<file path="config.mk">
export PLATFORM = sky130hd
export DESIGN_NAME = srms_isqrt
export DESIGN_NICKNAME = d
export VERILOG_FILES = /design/src/rtl/assert_macros.svh /design/src/rtl/srms_pkg.sv /design/src/rtl/srms_isqrt.sv
export SDC_FILE = /design/constraint.sdc
export NUM_CORES = 1
export LEC_CHECK = 0
export BUFFER_PORTS_ARGS = -buffer_cell sky130_fd_sc_hd__buf_2
export CAP_MARGIN = 25
export CORE_UTILIZATION = 50
export DETAILED_ROUTE_END_ITERATION = 8
export PLACE_DENSITY = 0.71
export RECOVER_POWER = 50
export SYNTH_ARGS = -nofsm -noshare
export SYNTH_HDL_FRONTEND = slang
export SYNTH_SLANG_ARGS = --single-unit
</file>
<file path="constraint.sdc">
create_clock -name i_clk -period 3.11 [get_ports i_clk]
set_input_delay 0 -clock i_clk [delete_from_list [all_inputs] [get_ports i_clk]]
set_output_delay 0 -clock i_clk [all_outputs]
set_load 0.01 [all_outputs]
</file>
<file path="src/rtl/assert_macros.svh">
// ----------------------------------------------------------------------------
// assertion macros
// immediate-implication and next-cycle-implication checks, disabled while the active-low reset is low
// ----------------------------------------------------------------------------
`ifndef ASSERT_MACROS_SVH
`define ASSERT_MACROS_SVH

`ifndef NO_ASSERTIONS

`define SRMS_ASSERT_IMPLY(lbl, clk, rstn, ante, cons) \
    lbl: assert property (@(posedge clk) disable iff (!(rstn)) (ante) |-> (cons)) \
        else $error("assertion failed");

`define SRMS_ASSERT_NEXT(lbl, clk, rstn, ante, cons) \
    lbl: assert property (@(posedge clk) disable iff (!(rstn)) (ante) |=> (cons)) \
        else $error("assertion failed");

`else

`define SRMS_ASSERT_IMPLY(lbl, clk, rstn, ante, cons)

`define SRMS_ASSERT_NEXT(lbl, clk, rstn, ante, cons)

`endif

`endif

</file>
<file path="src/rtl/srms_pkg.sv">
// ----------------------------------------------------------------------------
// srms_pkg
// shared widths, constants and types of the sliding rms envelope unit
// ----------------------------------------------------------------------------
package srms_pkg;

    localparam int SAMPLE_W   = 16;
    localparam int AMOUNT_W   = 17;
    localparam int ENV_W      = 15;
    localparam int WBITS_W    = 4;
    localparam int RING_AW    = 11;
    localparam int RING_DEPTH = 2048;
    localparam int SQ_W       = 31;
    localparam int SUM_W      = 42;
    localparam int LEVEL_W    = 31;
    localparam int COEF_W     = 17;
    localparam int MUL_A_W    = 31;
    localparam int PROD_W     = 48;
    localparam int ROOT_W     = 16;
    localparam int RAD_W      = 32;
    localparam int REM_W      = 18;
    localparam int EXTRA_FRAC = 15;

    localparam logic [WBITS_W-1:0]  MAX_WBITS   = 4'd11;
    localparam logic [WBITS_W-1:0]  WBITS_RESET = 4'd11;
    localparam logic [AMOUNT_W-1:0] AMOUNT_ONE  = 17'd65536;
    localparam logic [LEVEL_W-1:0]  LEVEL_MAX   = 31'h4000_0000;
    localparam logic [ENV_W-1:0]    ENV_MAX     = 15'h7fff;

    typedef struct packed {
        logic               en;
        logic [RING_AW-1:0] addr;
        logic [SQ_W-1:0]    data;
    } t_ring_wr;

    typedef struct packed {
        logic             start;
        logic [RAD_W-1:0] radicand;
    } t_root_req;

    typedef struct packed {
        logic              done;
        logic [ROOT_W-1:0] root;
    } t_root_rsp;

endpackage

</file>
<file path="src/rtl/srms_isqrt.sv">
// ----------------------------------------------------------------------------
// srms_isqrt
// restoring integer square root, one result bit per cycle
// ----------------------------------------------------------------------------
module srms_isqrt (
    input  logic                  i_clk,
    input  logic                  i_rst_n,
    input  srms_pkg::t_root_req   i_req,
    output srms_pkg::t_root_rsp   o_rsp
);

    logic [srms_pkg::RAD_W-1:0]  r_val,  n_val;
    logic [srms_pkg::REM_W-1:0]  r_rem,  n_rem;
    logic [srms_pkg::ROOT_W-1:0] r_root, n_root;
    logic [3:0]                  r_cnt,  n_cnt;
    logic                        r_busy, n_busy;
    logic                        r_done, n_done;
    logic [srms_pkg::REM_W+1:0]  rem_sh;
    logic [srms_pkg::REM_W+1:0]  trial;

    always_comb begin
        rem_sh = {r_rem, r_val[srms_pkg::RAD_W-1 -: 2]};
        trial  = (srms_pkg::REM_W+2)'({r_root, 2'b01});
        n_val  = r_val;
        n_rem  = r_rem;
        n_root = r_root;
        n_cnt  = r_cnt;
        n_busy = r_busy;
        n_done = 1'b0;
        if (i_req.start) begin
            n_val  = i_req.radicand;
            n_rem  = '0;
            n_root = '0;
            n_cnt  = 4'd15;
            n_busy = 1'b1;
        end else if (r_busy) begin
            n_val = {r_val[srms_pkg::RAD_W-3:0], 2'b00};
            if (rem_sh >= trial) begin
                n_rem  = srms_pkg::REM_W'(rem_sh - trial);
                n_root = {r_root[srms_pkg::ROOT_W-2:0], 1'b1};
            end else begin
                n_rem  = srms_pkg::REM_W'(rem_sh);
                n_root = {r_root[srms_pkg::ROOT_W-2:0], 1'b0};
            end
            n_cnt = r_cnt - 4'd1;
            if (r_cnt == 4'd0) begin
                n_busy = 1'b0;
                n_done = 1'b1;
            end
        end
    end

    always_ff @(posedge i_clk) begin
        if (!i_rst_n) begin
            r_busy <= 1'b0;
            r_done <= 1'b0;
        end else begin
            r_busy <= n_busy;
            r_done <= n_done;
        end
        r_val  <= n_val;
        r_rem  <= n_rem;
        r_root <= n_root;
        r_cnt  <= n_cnt;
    end

    assign o_rsp.done = r_done;
    assign o_rsp.root = r_root;

endmodule

</file>
==> impl_metrics.csv <==
group,metric,value,unit
clocking,htreeDepth,3,
floorplanning,initial_core_util,0.531,
cells_and_area,fillerInstances,620,
synth,async_flop_share,0,
sta,fin_ws,0.229,ns
detailed_routing,dr.pass1.iters,4,
cells_and_area,final_common_cell,"dfxtp_1",
synth,synth_flop_cell,"dfxtp_1",
floorplanning,rows,31,
sta,fmax,0.347,GHz
synth,synthCells,375,
global_routing,grt_util_all_layers,0.218,
clocking,cts-root-buf,"clkbuf_8",
pwr,p_sw_frac,0.387,
critical_path,r2r-start,"r_root[13]",
pwr,clockPowerShare,0.175,
detailed_routing,drc,0,
cells_and_area,final_net_count,514,
critical_path,end_kind,"register",
sta,finalCritPeriodShare,0.926,
placed_design,dp_slack,0.206,ns
floorplanning,die_x,90.7,um
clocking,clock_latency,0.35,ns
detailed_routing,drt_iter0_drc,165,
cells_and_area,seq_area,0.00176,sq mm
global_routing,grt_max_degree,50,
clocking,tritoncts,"yes",
run,cap_violations,1,
synth,yosys_warnings,0,
synth,syn_nets,429,
placed_design,port_buffers,51,
synth,synth-seq-cells,72,
min_path,hp-class,"in2reg",
detailed_routing,antenna_left,0,
synth,synth-seq-area-share,0.448,
detailed_routing,wirelength,8.52,mm
synth,synth_area,0.00393,sq mm
min_path,hold_start,"i_req[32]",
floorplanning,dieArea,0.00822,sq mm
detailed_routing,wl_met2,4.31,mm
clocking,path_clk_slew,0.08,ns
critical_path,worstSetupPathType,"reg2reg",
global_routing,grt_pass1_wl,14.0,mm
cells_and_area,area_growth,22.7,%
critical_path,startpoint_type,"register",
sta,hold_ws,0.235,ns
critical_path,path_max_fanout,6,
status,status,"finished, violations left",
cells_and_area,multi_input_area,0.00199,sq mm
detailed_routing,top_layer,"met4",
clocking,cts_sinks,72,
pwr,cellPowerDensity,958,mW/mm^2
global_routing,grt_pass1_vias,3049,
sta,setup_viol,0,
cells_and_area,layout_common_cells,"dfxtp_1 (40), nor2_1 (34), dlygate4sd3_1 (33), buf_2 (33), edfxtp_1 (32)",
critical_path,rrSetupSlack,0.23,ns
critical_path,crit_arrival,3.00,ns
floorplanning,die_y,90.7,um
placed_design,gp_congestion,0.872,
placed_design,place_hpwl,5.70,mm
critical_path,cp_data_required_time,3.23,ns
pwr,p_seq_frac,0.268,
detailed_routing,wl_met3,364,um
sta,worst_pin_slew,2.30,ns
pwr,p_comb_frac,0.557,
global_routing,antenna_found_initial,0,
sta,min_period,2.88,ns
pwr,leakagePower,1.97,nW
sta,skew,0.0104,ns
pwr,p_sw,1.79,mW
global_routing,overflow,0,
pwr,ir_worst_vdd,0.402,mV
synth,yosysUniqueCellTypes,57,
detailed_routing,via_count,3075,
critical_path,crit_start,"r_root[13]",
clocking,cts_setup_buffers,0,
floorplanning,io_pins,52,
detailed_routing,viasPerCell,5.45,
cells_and_area,drive_gt1_frac,0.200,
sta,finalHoldViolations,0,
detailed_routing,route.detailed.wl_per_inst,15.1,um
clocking,cts_buffers,9,
pwr,p_int,2.83,mW
synth,synth.avg_cell_area,10.5,sq um
cells_and_area,final_util,0.651,
floorplanning,core,0.00741,sq mm
sta,drv_slew,50,
synth,synth_edf_count,32,
detailed_routing,wl_met1,3.66,mm
status,violations,"capacitance limit, slew limit",
cells_and_area,num_antenna_cells,0,
clocking,clk_path_buf_depth,2,
sta,relSlewSlack,-0.531,
-- state kept, by name, summed over array words and instances, names as in the netlist --
name and cells:
r_root 16, r_done 1, r_val 32, r_busy 1, r_rem 18, r_cnt 4
-- final timing paths --
kind | cells after the start | endpoint
setup / recovery | 11 | r_rem[12]
hold / removal | 2 | r_root[9]
setup reg to reg | 11 | r_rem[12]
hold reg to reg | 2 | r_rem[17]
-- Yosys cell counts (2+ instances only) --
cell type,count,share of area
nand2b_1,6,0.0095
nor3_1,2,0.0025
a211oi_1,5,0.0095
buf_6,2,0.0057
clkbuf_1,10,0.0095
o221ai_1,2,0.0045
buf_1,4,0.0038
nand3_1,3,0.0038
dfxtp_1,40,0.20
and2_1,2,0.0032
nor3b_1,2,0.0038
buf_4,2,0.0038
o311a_1,2,0.0051
o22ai_1,2,0.0032
o211ai_1,2,0.0038
nand4_1,3,0.0048
a21o_1,2,0.0038
nor2b_1,7,0.011
mux2i_1,30,0.076
a31oi_1,2,0.0032
o21ai_0,18,0.023
a21oi_1,14,0.018
a311oi_1,2,0.0045
o21a_1,5,0.0095
xor2_1,4,0.0089
ha_1,19,0.060
and3_1,2,0.0032
inv_1,27,0.026
edfxtp_1,32,0.24
nor2_1,34,0.032
xnor2_1,12,0.027
nand2_1,20,0.019
mux2_2,30,0.086
o21bai_1,3,0.0057
-- metrics by stage --
| stage | instances | setup TNS, ns | cell area, sq um | power [mW] |
|---|---|---|---|---|
| 2_1_floorplan | 375 | 0 | 3930 | 3.21 |
| 3_3_place_gp | 515 | 0 | 4290 | 3.67 |
| 3_5_place_dp | 515 | 0 | 4290 | 3.71 |
| 4_1_cts | 564 | 0 | 4840 | 4.56 |
| 5_1_grt | 564 | -0.00111 | 4820 | 4.91 |
| 6_report | 564 | 0 | 4820 | 4.62 |
-- cell type report --
cell class              count  area share
well taps                  99      0.0257
inverters                  27      0.0210
multi-input cells         257       0.413
clock buffers              12      0.0345
repair buffers             93       0.130
flip-flops and latches     72       0.365
clock inverters             4      0.0104
-- cells by family (layout without fill, tap and decap cells) --
kind of cell / Yosys count / after routing / synth area share
adder cells (fa/ha/maj): 19 / 19 / 0.0605
flip-flops: 72 / 72 / 0.448
buffers and inverters: 46 / 136 / 0.0500
multiplexers: 61 / 61 / 0.166
XOR/XNOR: 16 / 16 / 0.0356
AND/OR/NAND/NOR: 89 / 89 / 0.111
AO/OA/AOI/OAI: 72 / 72 / 0.128
-- worst max-delay path: stages (launching register included) --
cell and delay, ns:
dfxtp_1 0.38, inv_1 0.06, ha_1 0.40, nand4_2 0.19, nor4_2 0.34, a211oi_1 0.15, a31o_1 0.27, a31oi_4 0.25
buf_4 0.21, buf_4 0.14, mux2i_1 0.19, a211oi_1 0.09
-- power by group through the flow --
stage	clock [mW]	combinational, mW	sequential (mW)
5_1_grt	0.861	2.79	1.26
3_5_place_dp	0	2.45	1.26
3_3_place_gp	0	2.41	1.26
2_1_floorplan	0	2.00	1.22
6_report	0.808	2.57	1.24
4_1_cts	0.816	2.50	1.24
-- layer usage --
metal / up-vias / GRT usage
li1: 1510 / -
met5: - / 0
met3: 14 / 0.0404
met4: 0 / 0.108
met1: 1472 / 0.260
met2: 79 / 0.375
-- timing repair --
item | 4_1_cts | 5_1_grt
endpoints found under the setup margin | 0 | 7
hold endpoints to repair | 34 | 0
resized for setup | 0 | 2
hold buffers | 33 | 0
No activity file was read; power rests on OpenSTA's default activity.
