[src/rtl/assert_macros.svh]
// ----------------------------------------------------------------------------
// assertion macros
// immediate-implication and next-cycle-implication checks, disabled while the active-low reset is low
// ----------------------------------------------------------------------------
`ifndef ASSERT_MACROS_SVH
`define ASSERT_MACROS_SVH

`ifndef NO_ASSERTIONS

`define SRMS_ASSERT_IMPLY(lbl, clk, rstn, ante, cons) \
    lbl: assert property (@(posedge clk) disable iff (!(rstn)) (ante) |-> (cons)) \
        else $error("assertion failed");

`define SRMS_ASSERT_NEXT(lbl, clk, rstn, ante, cons) \
    lbl: assert property (@(posedge clk) disable iff (!(rstn)) (ante) |=> (cons)) \
        else $error("assertion failed");

`else

`define SRMS_ASSERT_IMPLY(lbl, clk, rstn, ante, cons)

`define SRMS_ASSERT_NEXT(lbl, clk, rstn, ante, cons)

`endif

`endif

[src/rtl/srms_pkg.sv]
// ----------------------------------------------------------------------------
// srms_pkg
// shared widths, constants and types of the sliding rms envelope unit
// ----------------------------------------------------------------------------
package srms_pkg;

    localparam int SAMPLE_W   = 16;
    localparam int AMOUNT_W   = 17;
    localparam int ENV_W      = 15;
    localparam int WBITS_W    = 4;
    localparam int RING_AW    = 11;
    localparam int RING_DEPTH = 2048;
    localparam int SQ_W       = 31;
    localparam int SUM_W      = 42;
    localparam int LEVEL_W    = 31;
    localparam int COEF_W     = 17;
    localparam int MUL_A_W    = 31;
    localparam int PROD_W     = 48;
    localparam int ROOT_W     = 16;
    localparam int RAD_W      = 32;
    localparam int REM_W      = 18;
    localparam int EXTRA_FRAC = 15;

    localparam logic [WBITS_W-1:0]  MAX_WBITS   = 4'd11;
    localparam logic [WBITS_W-1:0]  WBITS_RESET = 4'd11;
    localparam logic [AMOUNT_W-1:0] AMOUNT_ONE  = 17'd65536;
    localparam logic [LEVEL_W-1:0]  LEVEL_MAX   = 31'h4000_0000;
    localparam logic [ENV_W-1:0]    ENV_MAX     = 15'h7fff;

    typedef struct packed {
        logic               en;
        logic [RING_AW-1:0] addr;
        logic [SQ_W-1:0]    data;
    } t_ring_wr;

    typedef struct packed {
        logic             start;
        logic [RAD_W-1:0] radicand;
    } t_root_req;

    typedef struct packed {
        logic              done;
        logic [ROOT_W-1:0] root;
    } t_root_rsp;

endpackage

[src/rtl/srms_mul.sv]
// ----------------------------------------------------------------------------
// srms_mul
// shared multiplier with registered product
// ----------------------------------------------------------------------------
module srms_mul (
    input  logic                            i_clk,
    input  logic [srms_pkg::MUL_A_W-1:0]    i_a,
    input  logic [srms_pkg::COEF_W-1:0]     i_b,
    output logic [srms_pkg::PROD_W-1:0]     o_p
);

    logic [srms_pkg::PROD_W-1:0] r_p;

    always_ff @(posedge i_clk) begin
        r_p <= srms_pkg::PROD_W'(i_a) * srms_pkg::PROD_W'(i_b);
    end

    assign o_p = r_p;

endmodule

[config.mk]
export PLATFORM = sky130hd
export DESIGN_NAME = srms_mul
export DESIGN_NICKNAME = d
export VERILOG_FILES = /design/src/rtl/assert_macros.svh /design/src/rtl/srms_pkg.sv /design/src/rtl/srms_mul.sv
export SDC_FILE = /design/constraint.sdc
export NUM_CORES = 1
export LEC_CHECK = 0
export BUFFER_PORTS_ARGS = -buffer_cell sky130_fd_sc_hd__buf_2
export CORE_ASPECT_RATIO = 1.25
export CORE_MARGIN = 1.5
export CORE_UTILIZATION = 60
export DETAILED_ROUTE_END_ITERATION = 12
export PLACE_DENSITY = 0.86
export SETUP_SLACK_MARGIN = 0.3
export SLEW_MARGIN = 20
export SYNTH_ARGS = -nofsm -noshare
export SYNTH_HDL_FRONTEND = slang
export SYNTH_SLANG_ARGS = --single-unit
[constraint.sdc]
create_clock -name i_clk -period 9 [get_ports i_clk]
set_clock_uncertainty 0.2 [all_clocks]
set_input_delay 1.8 -clock i_clk [delete_from_list [all_inputs] [get_ports i_clk]]
set_output_delay 1.8 -clock i_clk [all_outputs]
set_load 0.1 [all_outputs]
==> impl_metrics.csv, run 1 <==
group,metric,value,unit
run_status,outcome,"completed",
yosys,postSynthCellCount,2039,
critical_path,cp_common_cell,"fa_1",
finish,layout_commonest_cell,"inv_1",
clocking,cts_setup_buffers,0,
placement,numPortBuffers,96,
floorplanning,pin_count,97,
yosys,synth.area.top_cells,"fa_1, inv_1, ha_1, nand2_1, and2_1",
drt,antenna_left,0,
yosys,async_reset_ff_frac,0,
yosys,synth_top_family_by_area,"adder cells",
critical_path,crit_arrival,8280,ps
clocking,cts.path.max_buffers,2,
yosys,ys.warnings.count,0,
yosys,synth_top_flop_cell,"dfxtp_1",
yosys,syn_area,17900,µm²
sta,setup_slack,780,ps
critical_path,worstPathRequired,9060,ps
critical_path,cp_max_fo,24,
run,cap_viol_max_count,0,
global_routing,antenna_found_initial,1,
clocking,clk_pin_slew,80,ps
critical_path,crit_slowest_cell,"fa_1",
yosys,synthMuxAreaShare,0.000629,
clocking,hold_buffers,0,
yosys,synth-xor-area-share,0.0196,
critical_path,critPathMaxStageDelay,550,ps
floorplanning,initial_utilization,0.610,
critical_path,critPathCaptureType,"register",
yosys,synth_edf_count,0,
floorplanning,core_area,29300,µm²
finish,area_growth,4.56,%
sta,post-route-min-period,8220,ps
clocking,h-tree-depth,2,
drt,wl_per_cell,18.7,µm
drt,first_pass_iters,6,
finish,num-nets-final,2657,
floorplanning,dieArea,30900,µm²
yosys,ys_ff_latch,48,
drt,vias,13775,
placement,post-place-ws,510,ps
critical_path,cp_cell_sequence,"buf_2 -> buf_4 -> nand2_1 -> fa_1 -> fa_1 -> fa_1 -> inv_1 -> fa_1 -> fa_1 -> inv_1 -> fa_1 -> inv_1 -> ha_1 -> a21oi_1 -> inv_1 -> a211oi_2 -> o21a_2 -> nor4bb_4 -> nor3_1 -> or4b_1 -> nand3_1",
clocking,cts_buffers,5,
drt,drc_errors,0,
floorplanning,num_rows,70,
sta,finalSetupViolCount,0,
sta,timing_hold_violations_final,0,
yosys,synth_top_area_share,0.485,
finish,largest_reg_flops,48,
placement,globalplace.congestion,0.939,
sta,slew_viol_final,0,
drt,drt-total-wl,45900,µm
yosys,synth_compound_area_frac,0.0547,
finish,final-instance-count-excl-fill,2450,
critical_path,crit_path_start_kind,"primary input",
sta,relSlewSlack,0.480,
global_routing,grt_pass1_wl,76300,µm
clocking,clock_sinks,48,
finish,drive_gt1_frac,0.0658,
floorplanning,die_x,157,µm
sta,worstMarginPinSlew,779,ps
global_routing,grt_max_degree,32,
sta,setup_tns,0,ps
yosys,synth.largest_area_cell,"fa_1",
sta,fmax,122,MHz
yosys,synthesis.nets,2644,
global_routing,grt_pass1_vias,15826,
sta,period_share,0.913,
clocking,cts_root_buf,"clkbuf_16",
yosys,syn_avg_cell_area,8.78,µm²
yosys,yosysUniqueCellTypes,59,
worst_hold_path,hold_path.class,"in -> reg",
finish,fin_util,0.638,
clocking,cts_tree,"built",
clocking,cts_resized,0,
yosys,synthAdderAreaFrac,0.571,
drt,drt_iter0_drc,838,
placement,placedCellCount,2441,
global_routing,grt_usage,0.321,
floorplanning,die_h,196,µm
yosys,synth_seq_area_share,0.0537,
finish,mostFrequentLayoutCells,"inv_1, fa_1, nand2_1, and2_1, ha_1",
critical_path,critPathKind,"in -> reg",
drt,vias_per_cell,5.62,
placement,hpwl,36500,µm
yosys,synthSimpleGateAreaFrac,0.173,
global_routing,grt_overflow,0,
sta,rsz0062_at_grt,"false",
routing by layer:
metal / up-vias / global-route usage / wire (µm)
li1: 5930 / - / -
met1: 6821 / 0.354 / 15300
met2: 763 / 0.570 / 23200
met3: 259 / 0.0643 / 4230
met4: 2 / 0.187 / 3130
met5: - / 0 / 12
cell usage after synthesis, types with 12 or more instances:
cell type  number
dfxtp_1        48
o21ai_0        16
nand2_1       363
xnor2_1        28
ha_1          122
a21oi_1        46
clkbuf_1       94
inv_1         507
nor2_1         23
xor2_1         12
and2_1        203
a21o_1         25
nor3_1         14
fa_1          434
worst paths after layout:
kind / from / end / cells after the start
max: i_b[2] / o_p[47]$_DFF_P_ / 21
min: i_a[0] / o_p[0]$_DFF_P_ / 2
cell families (layout without fill, tap and decap cells):
logic type,Yosys count,in the layout
simple gates,647,647
compound gates,140,140
fa+ha+maj,556,556
other cells,0,1
buf+inv,607,621
mux,1,1
xor+xnor,40,40
flops,48,48
cell type report:
type | count | area [µm²]
Clock inverter | 3 | 25.0
Sequential cell | 48 | 961
Clock buffer | 5 | 125
Antenna cell | 1 | 2.50
Timing Repair Buffer | 106 | 556
Inverter | 507 | 1900
Fill cell | 2243 | 10600
Multi-Input combinational cell | 1384 | 14600
Tap cell | 396 | 495
worst max-delay path: cells and delay by family:
kind | cells | cell delay, ps
AO/OA/AOI/OAI | 3 | 960
adder cells (fa/ha/maj) | 7 | 3330
buffers and inverters | 6 | 1050
AND/OR/NAND/NOR | 5 | 1110
metrics by stage:
| stage | cell area, µm² | hold slack (ps) |
|---|---|---|
| 2_1_floorplan | 17900 | 1720 |
| 3_3_place_gp | 18600 | 2040 |
| 3_5_place_dp | 18600 | 2050 |
| 4_1_cts | 18700 | 1710 |
| 5_1_grt | 18700 | 1720 |
| 6_report | 18700 | 1720 |
Power of run 1 is not shown: default switching activity piles up to over one toggle a cycle in this logic, so the estimate is an artifact.
==> run 2, diff against run 1 <==
- PLACE_DENSITY: 0.86 -> 0.75
==> run 2 against run 1 <==
Hold slack improved by 6.2 ps. Sequential share of layout area barely moved. Utilization rose by 0.12 points. Die area did not move. Critical endpoint unchanged. Non-clock buffer count rose by 5. First-iteration DRC count fell by 0.36%. Clock-buffer cell count did not move. Critical path depth did not move. Sequential cell count did not move. Final area rose by 0.19%. Setup slack improved by 24 ps. Final cell count rose by 0.16%. Critical path type unchanged.
==> impl_metrics.csv, run 2 (synthesized netlist as in run 1, its figures left out) <==
group,metric,value,unit
sta,setup_tns,0,ps
finish,mostFrequentLayoutCells,"inv_1, fa_1, nand2_1, and2_1, ha_1",
drt,first_pass_iters,5,
clocking,h-tree-depth,2,
sta,rsz0062_at_grt,"false",
floorplanning,die_x,157,µm
placement,globalplace.congestion,0.928,
drt,vias_per_cell,5.52,
global_routing,grt_usage,0.323,
global_routing,grt_max_degree,32,
critical_path,critPathKind,"in -> reg",
floorplanning,die_h,196,µm
clocking,cts_tree,"built",
worst_hold_path,hold_path.class,"in -> reg",
clocking,cts.path.max_buffers,2,
critical_path,cp_num_buf_inv,6,
critical_path,cp_common_cell,"fa_1",
finish,num-nets-final,2662,
critical_path,cp_top_family,"adder cells",
clocking,cts_root_buf,"clkbuf_16",
critical_path,critPathCaptureType,"register",
drt,wl_per_cell,18.6,µm
critical_path,cp_cell_sequence,"buf_2 -> buf_4 -> nand2_1 -> fa_1 -> fa_1 -> fa_1 -> inv_1 -> fa_1 -> fa_1 -> inv_1 -> fa_1 -> inv_1 -> ha_1 -> a21oi_1 -> inv_1 -> a211oi_2 -> o21a_2 -> nor4bb_4 -> nor3_1 -> or4b_1 -> nand3_1",
drt,drt-total-wl,45600,µm
global_routing,grt_overflow,0,
worst_hold_path,min_path_cells,2,
floorplanning,dieArea,30900,µm²
sta,slew_viol_final,0,
floorplanning,initial_utilization,0.610,
finish,drive_gt1_frac,0.0680,
critical_path,crit_arrival,8260,ps
critical_path,cp_max_fo,24,
sta,period_share,0.911,
finish,largest_reg_flops,48,
drt,antenna_left,0,
finish,diodes,0,
clocking,hold_buffers,0,
worst_hold_path,min_from,"i_a[0]",
critical_path,critPathMaxStageDelay,540,ps
finish,final-instance-count-excl-fill,2454,
run_status,outcome,"completed",
global_routing,grt_pass1_vias,15060,
floorplanning,pin_count,97,
floorplanning,core_area,29300,µm²
finish,layout_commonest_cell,"inv_1",
global_routing,grt_pass1_wl,76000,µm
finish,fill_cells,2472,
placement,placedCellCount,2446,
clocking,clk_pin_slew,80,ps
critical_path,crit_path_start_kind,"primary input",
sta,worstMarginPinSlew,799,ps
clocking,cts_resized,0,
placement,numPortBuffers,96,
run,cap_viol_max_count,0,
worst_hold_path,holdPathEnd,"o_p[0]$_DFF_P_",
global_routing,antenna_found_initial,1,
drt,vias,13540,
sta,fmax,122,MHz
sta,post-route-min-period,8200,ps
critical_path,crit_slowest_cell,"fa_1",
sta,timing_hold_violations_final,0,
sta,finalSetupViolCount,0,
drt,drc_errors,0,
clocking,cts_buffers,5,
critical_path,worstPathRequired,9070,ps
floorplanning,num_rows,70,
sta,relSlewSlack,0.467,
placement,hpwl,36900,µm
finish,area_growth,4.75,%
clocking,cts_setup_buffers,0,
drt,drt_iter0_drc,835,
clocking,clock_sinks,48,
-- run 2: final cells by class --
class                   count  area, µm²  share of cell area
clock inverters             3       25.0             0.00133
repair buffers            111        593              0.0316
clock buffers               5        125             0.00667
well taps                 396        495              0.0264
multi-input cells        1384      14600               0.781
inverters                 507       1900               0.102
flip-flops and latches     48        961              0.0513
-- run 2: metrics by stage --
stage	setup WS (ps)	util	hold WS (ps)	instance area, µm²
finish	805	0.639	1720	18700
global route	558	0.639	1740	18700
CTS	811	0.639	1720	18700
detailed placement	481	0.634	2060	18600
global placement	604	0.634	2050	18600
floorplan	1430	-	1720	17900
-- run 2: worst max path at each step --
stage          startpoint               to  slack, ps  cells after the start
5_1_grt            i_b[4]  o_p[47]$_DFF_P_        560                     20
6_report           i_b[2]  o_p[47]$_DFF_P_        800                     21
3_5_place_dp       i_b[2]  o_p[47]$_DFF_P_        480                     21
3_3_place_gp       i_b[2]  o_p[47]$_DFF_P_        600                     21
4_1_cts            i_b[2]  o_p[47]$_DFF_P_        810                     21
2_1_floorplan     i_a[28]  o_p[44]$_DFF_P_       1430                     24
-- run 2: routing by layer --
layer  global-route usage  share of wire
met5                    0        0.00015
met4                0.154          0.055
met3               0.0501          0.074
met2                0.578           0.52
met1                0.377           0.35
Power of run 2 is left out for the same reason.
==> run 3, diff against run 2 <==
- CORE_MARGIN: 1.5 -> not set
- REMOVE_ABC_BUFFERS: not set -> 1
==> run 3 against run 2 <==
Sequential share of layout area barely moved. Maximum frequency rose by 2.0%. Final area fell by 0.46%. Non-clock buffer count decreased by 12. Wire length increased by 1.1%. Hold slack gained 62 ps. Via count up 1.8%. Die area shrank 1.1%. First-iteration DRC count shrank 4.9%. Critical path type unchanged.
==> impl_metrics.csv, run 3 (synthesized netlist as in run 1, its figures left out) <==
group,metric,value,unit
drt,antenna_left,0,
drt,drt_iter0_drc,794,
critical_path,critPathKind,"in -> reg",
global_routing,antenna_found_initial,0,
sta,period_share,0.892,
clocking,clock_sinks,48,
sta,setup_tns,0,ps
floorplanning,die_h,195,µm
finish,mostFrequentLayoutCells,"inv_1, fa_1, nand2_1, and2_1, ha_1",
clocking,cts_root_buf,"clkbuf_16",
drt,wl_per_cell,18.9,µm
finish,drive_gt1_frac,0.0626,
floorplanning,dieArea,30500,µm²
finish,largest_reg_flops,48,
sta,slew_viol_final,0,
placement,placedCellCount,2434,
placement,numPortBuffers,96,
critical_path,crit_arrival,8070,ps
clocking,cts_resized,0,
drt,vias_per_cell,5.65,
drt,drt-total-wl,46100,µm
finish,final-instance-count-excl-fill,2442,
finish,area_growth,4.27,%
global_routing,grt_pass1_vias,15927,
sta,timing_hold_violations_final,0,
floorplanning,initial_utilization,0.612,
worst_hold_path,hold_path.class,"in -> reg",
drt,vias,13787,
clocking,cts_buffers,5,
sta,worstMarginPinSlew,813,ps
clocking,cts.path.max_buffers,2,
floorplanning,num_rows,70,
sta,post-route-min-period,8030,ps
global_routing,grt_usage,0.332,
placement,hpwl,35500,µm
sta,rsz0062_at_grt,"false",
floorplanning,core_area,29300,µm²
clocking,cts_setup_buffers,0,
clocking,cts_tree,"built",
clocking,hold_buffers,0,
critical_path,crit_path_start_kind,"primary input",
clocking,clk_pin_slew,70,ps
finish,num-nets-final,2650,
critical_path,critPathCaptureType,"register",
sta,relSlewSlack,0.458,
critical_path,cp_max_fo,31,
clocking,h-tree-depth,2,
global_routing,grt_overflow,0,
placement,globalplace.congestion,0.905,
global_routing,grt_max_degree,32,
drt,drc_errors,0,
finish,layout_commonest_cell,"inv_1",
drt,first_pass_iters,9,
run,cap_viol_max_count,0,
global_routing,grt_pass1_wl,77500,µm
sta,finalSetupViolCount,0,
floorplanning,die_x,156,µm
sta,fmax,124,MHz
critical_path,worstPathRequired,9040,ps
floorplanning,pin_count,97,
finish,diodes,0,
run_status,outcome,"completed",
[run 3: cell types whose count changed in the layout (fill, tap and decap cells not counted)]
cell and change:
clkinvlp_4 +1, clkbuf_8 +1, buf_4 -12, inv_6 -2
[run 3: cell type report]
| type | instances | area, µm² |
|---|---|---|
| Clock buffer | 6 | 139 |
| Clock inverter | 2 | 15.0 |
| Fill cell | 2513 | 10600 |
| Inverter | 507 | 1900 |
| Multi-Input combinational cell | 1384 | 14600 |
| Sequential cell | 48 | 961 |
| Tap cell | 396 | 495 |
| Timing Repair Buffer | 99 | 503 |
[run 3: critical path, stage by stage]
cell,delay [ps]
buf_2,520
nand2_1,170
fa_1,550
fa_1,520
fa_1,570
inv_1,80
fa_1,490
fa_1,500
inv_1,50
fa_1,480
inv_1,50
ha_1,380
a21o_1,190
a21o_1,160
a21oi_1,280
a21oi_1,160
o31ai_1,340
nor3_1,160
or4b_1,530
nand3_1,70
[run 3: final timing paths]
path / endpoint / slack, ps / cells past startpoint / startpoint
setup / recovery: o_p[47]$_DFF_P_ / 970 / 20 / i_b[2]
hold / removal: o_p[0]$_DFF_P_ / 1790 / 2 / i_a[0]
[run 3: per-stage QoR]
| stage | cell area [µm²] | worst slack (ps) | util | hold slack, ps |
|---|---|---|---|---|
| floorplan | 17500 | 1740 | - | 1720 |
| global placement | 18500 | 874 | 0.633 | 2090 |
| detailed placement | 18500 | 762 | 0.633 | 2090 |
| CTS | 18700 | 1050 | 0.638 | 1780 |
| global route | 18700 | 726 | 0.638 | 1780 |
| finish | 18700 | 968 | 0.638 | 1790 |
[run 3: per-layer routing]
metal,part of all wire,track usage,vias up
li1,-,-,5910
met1,0.34,0.352,7062
met2,0.53,0.619,592
met3,0.060,0.0406,223
met4,0.072,0.206,0
met5,0,0,-
Power of run 3 is left out for the same reason.
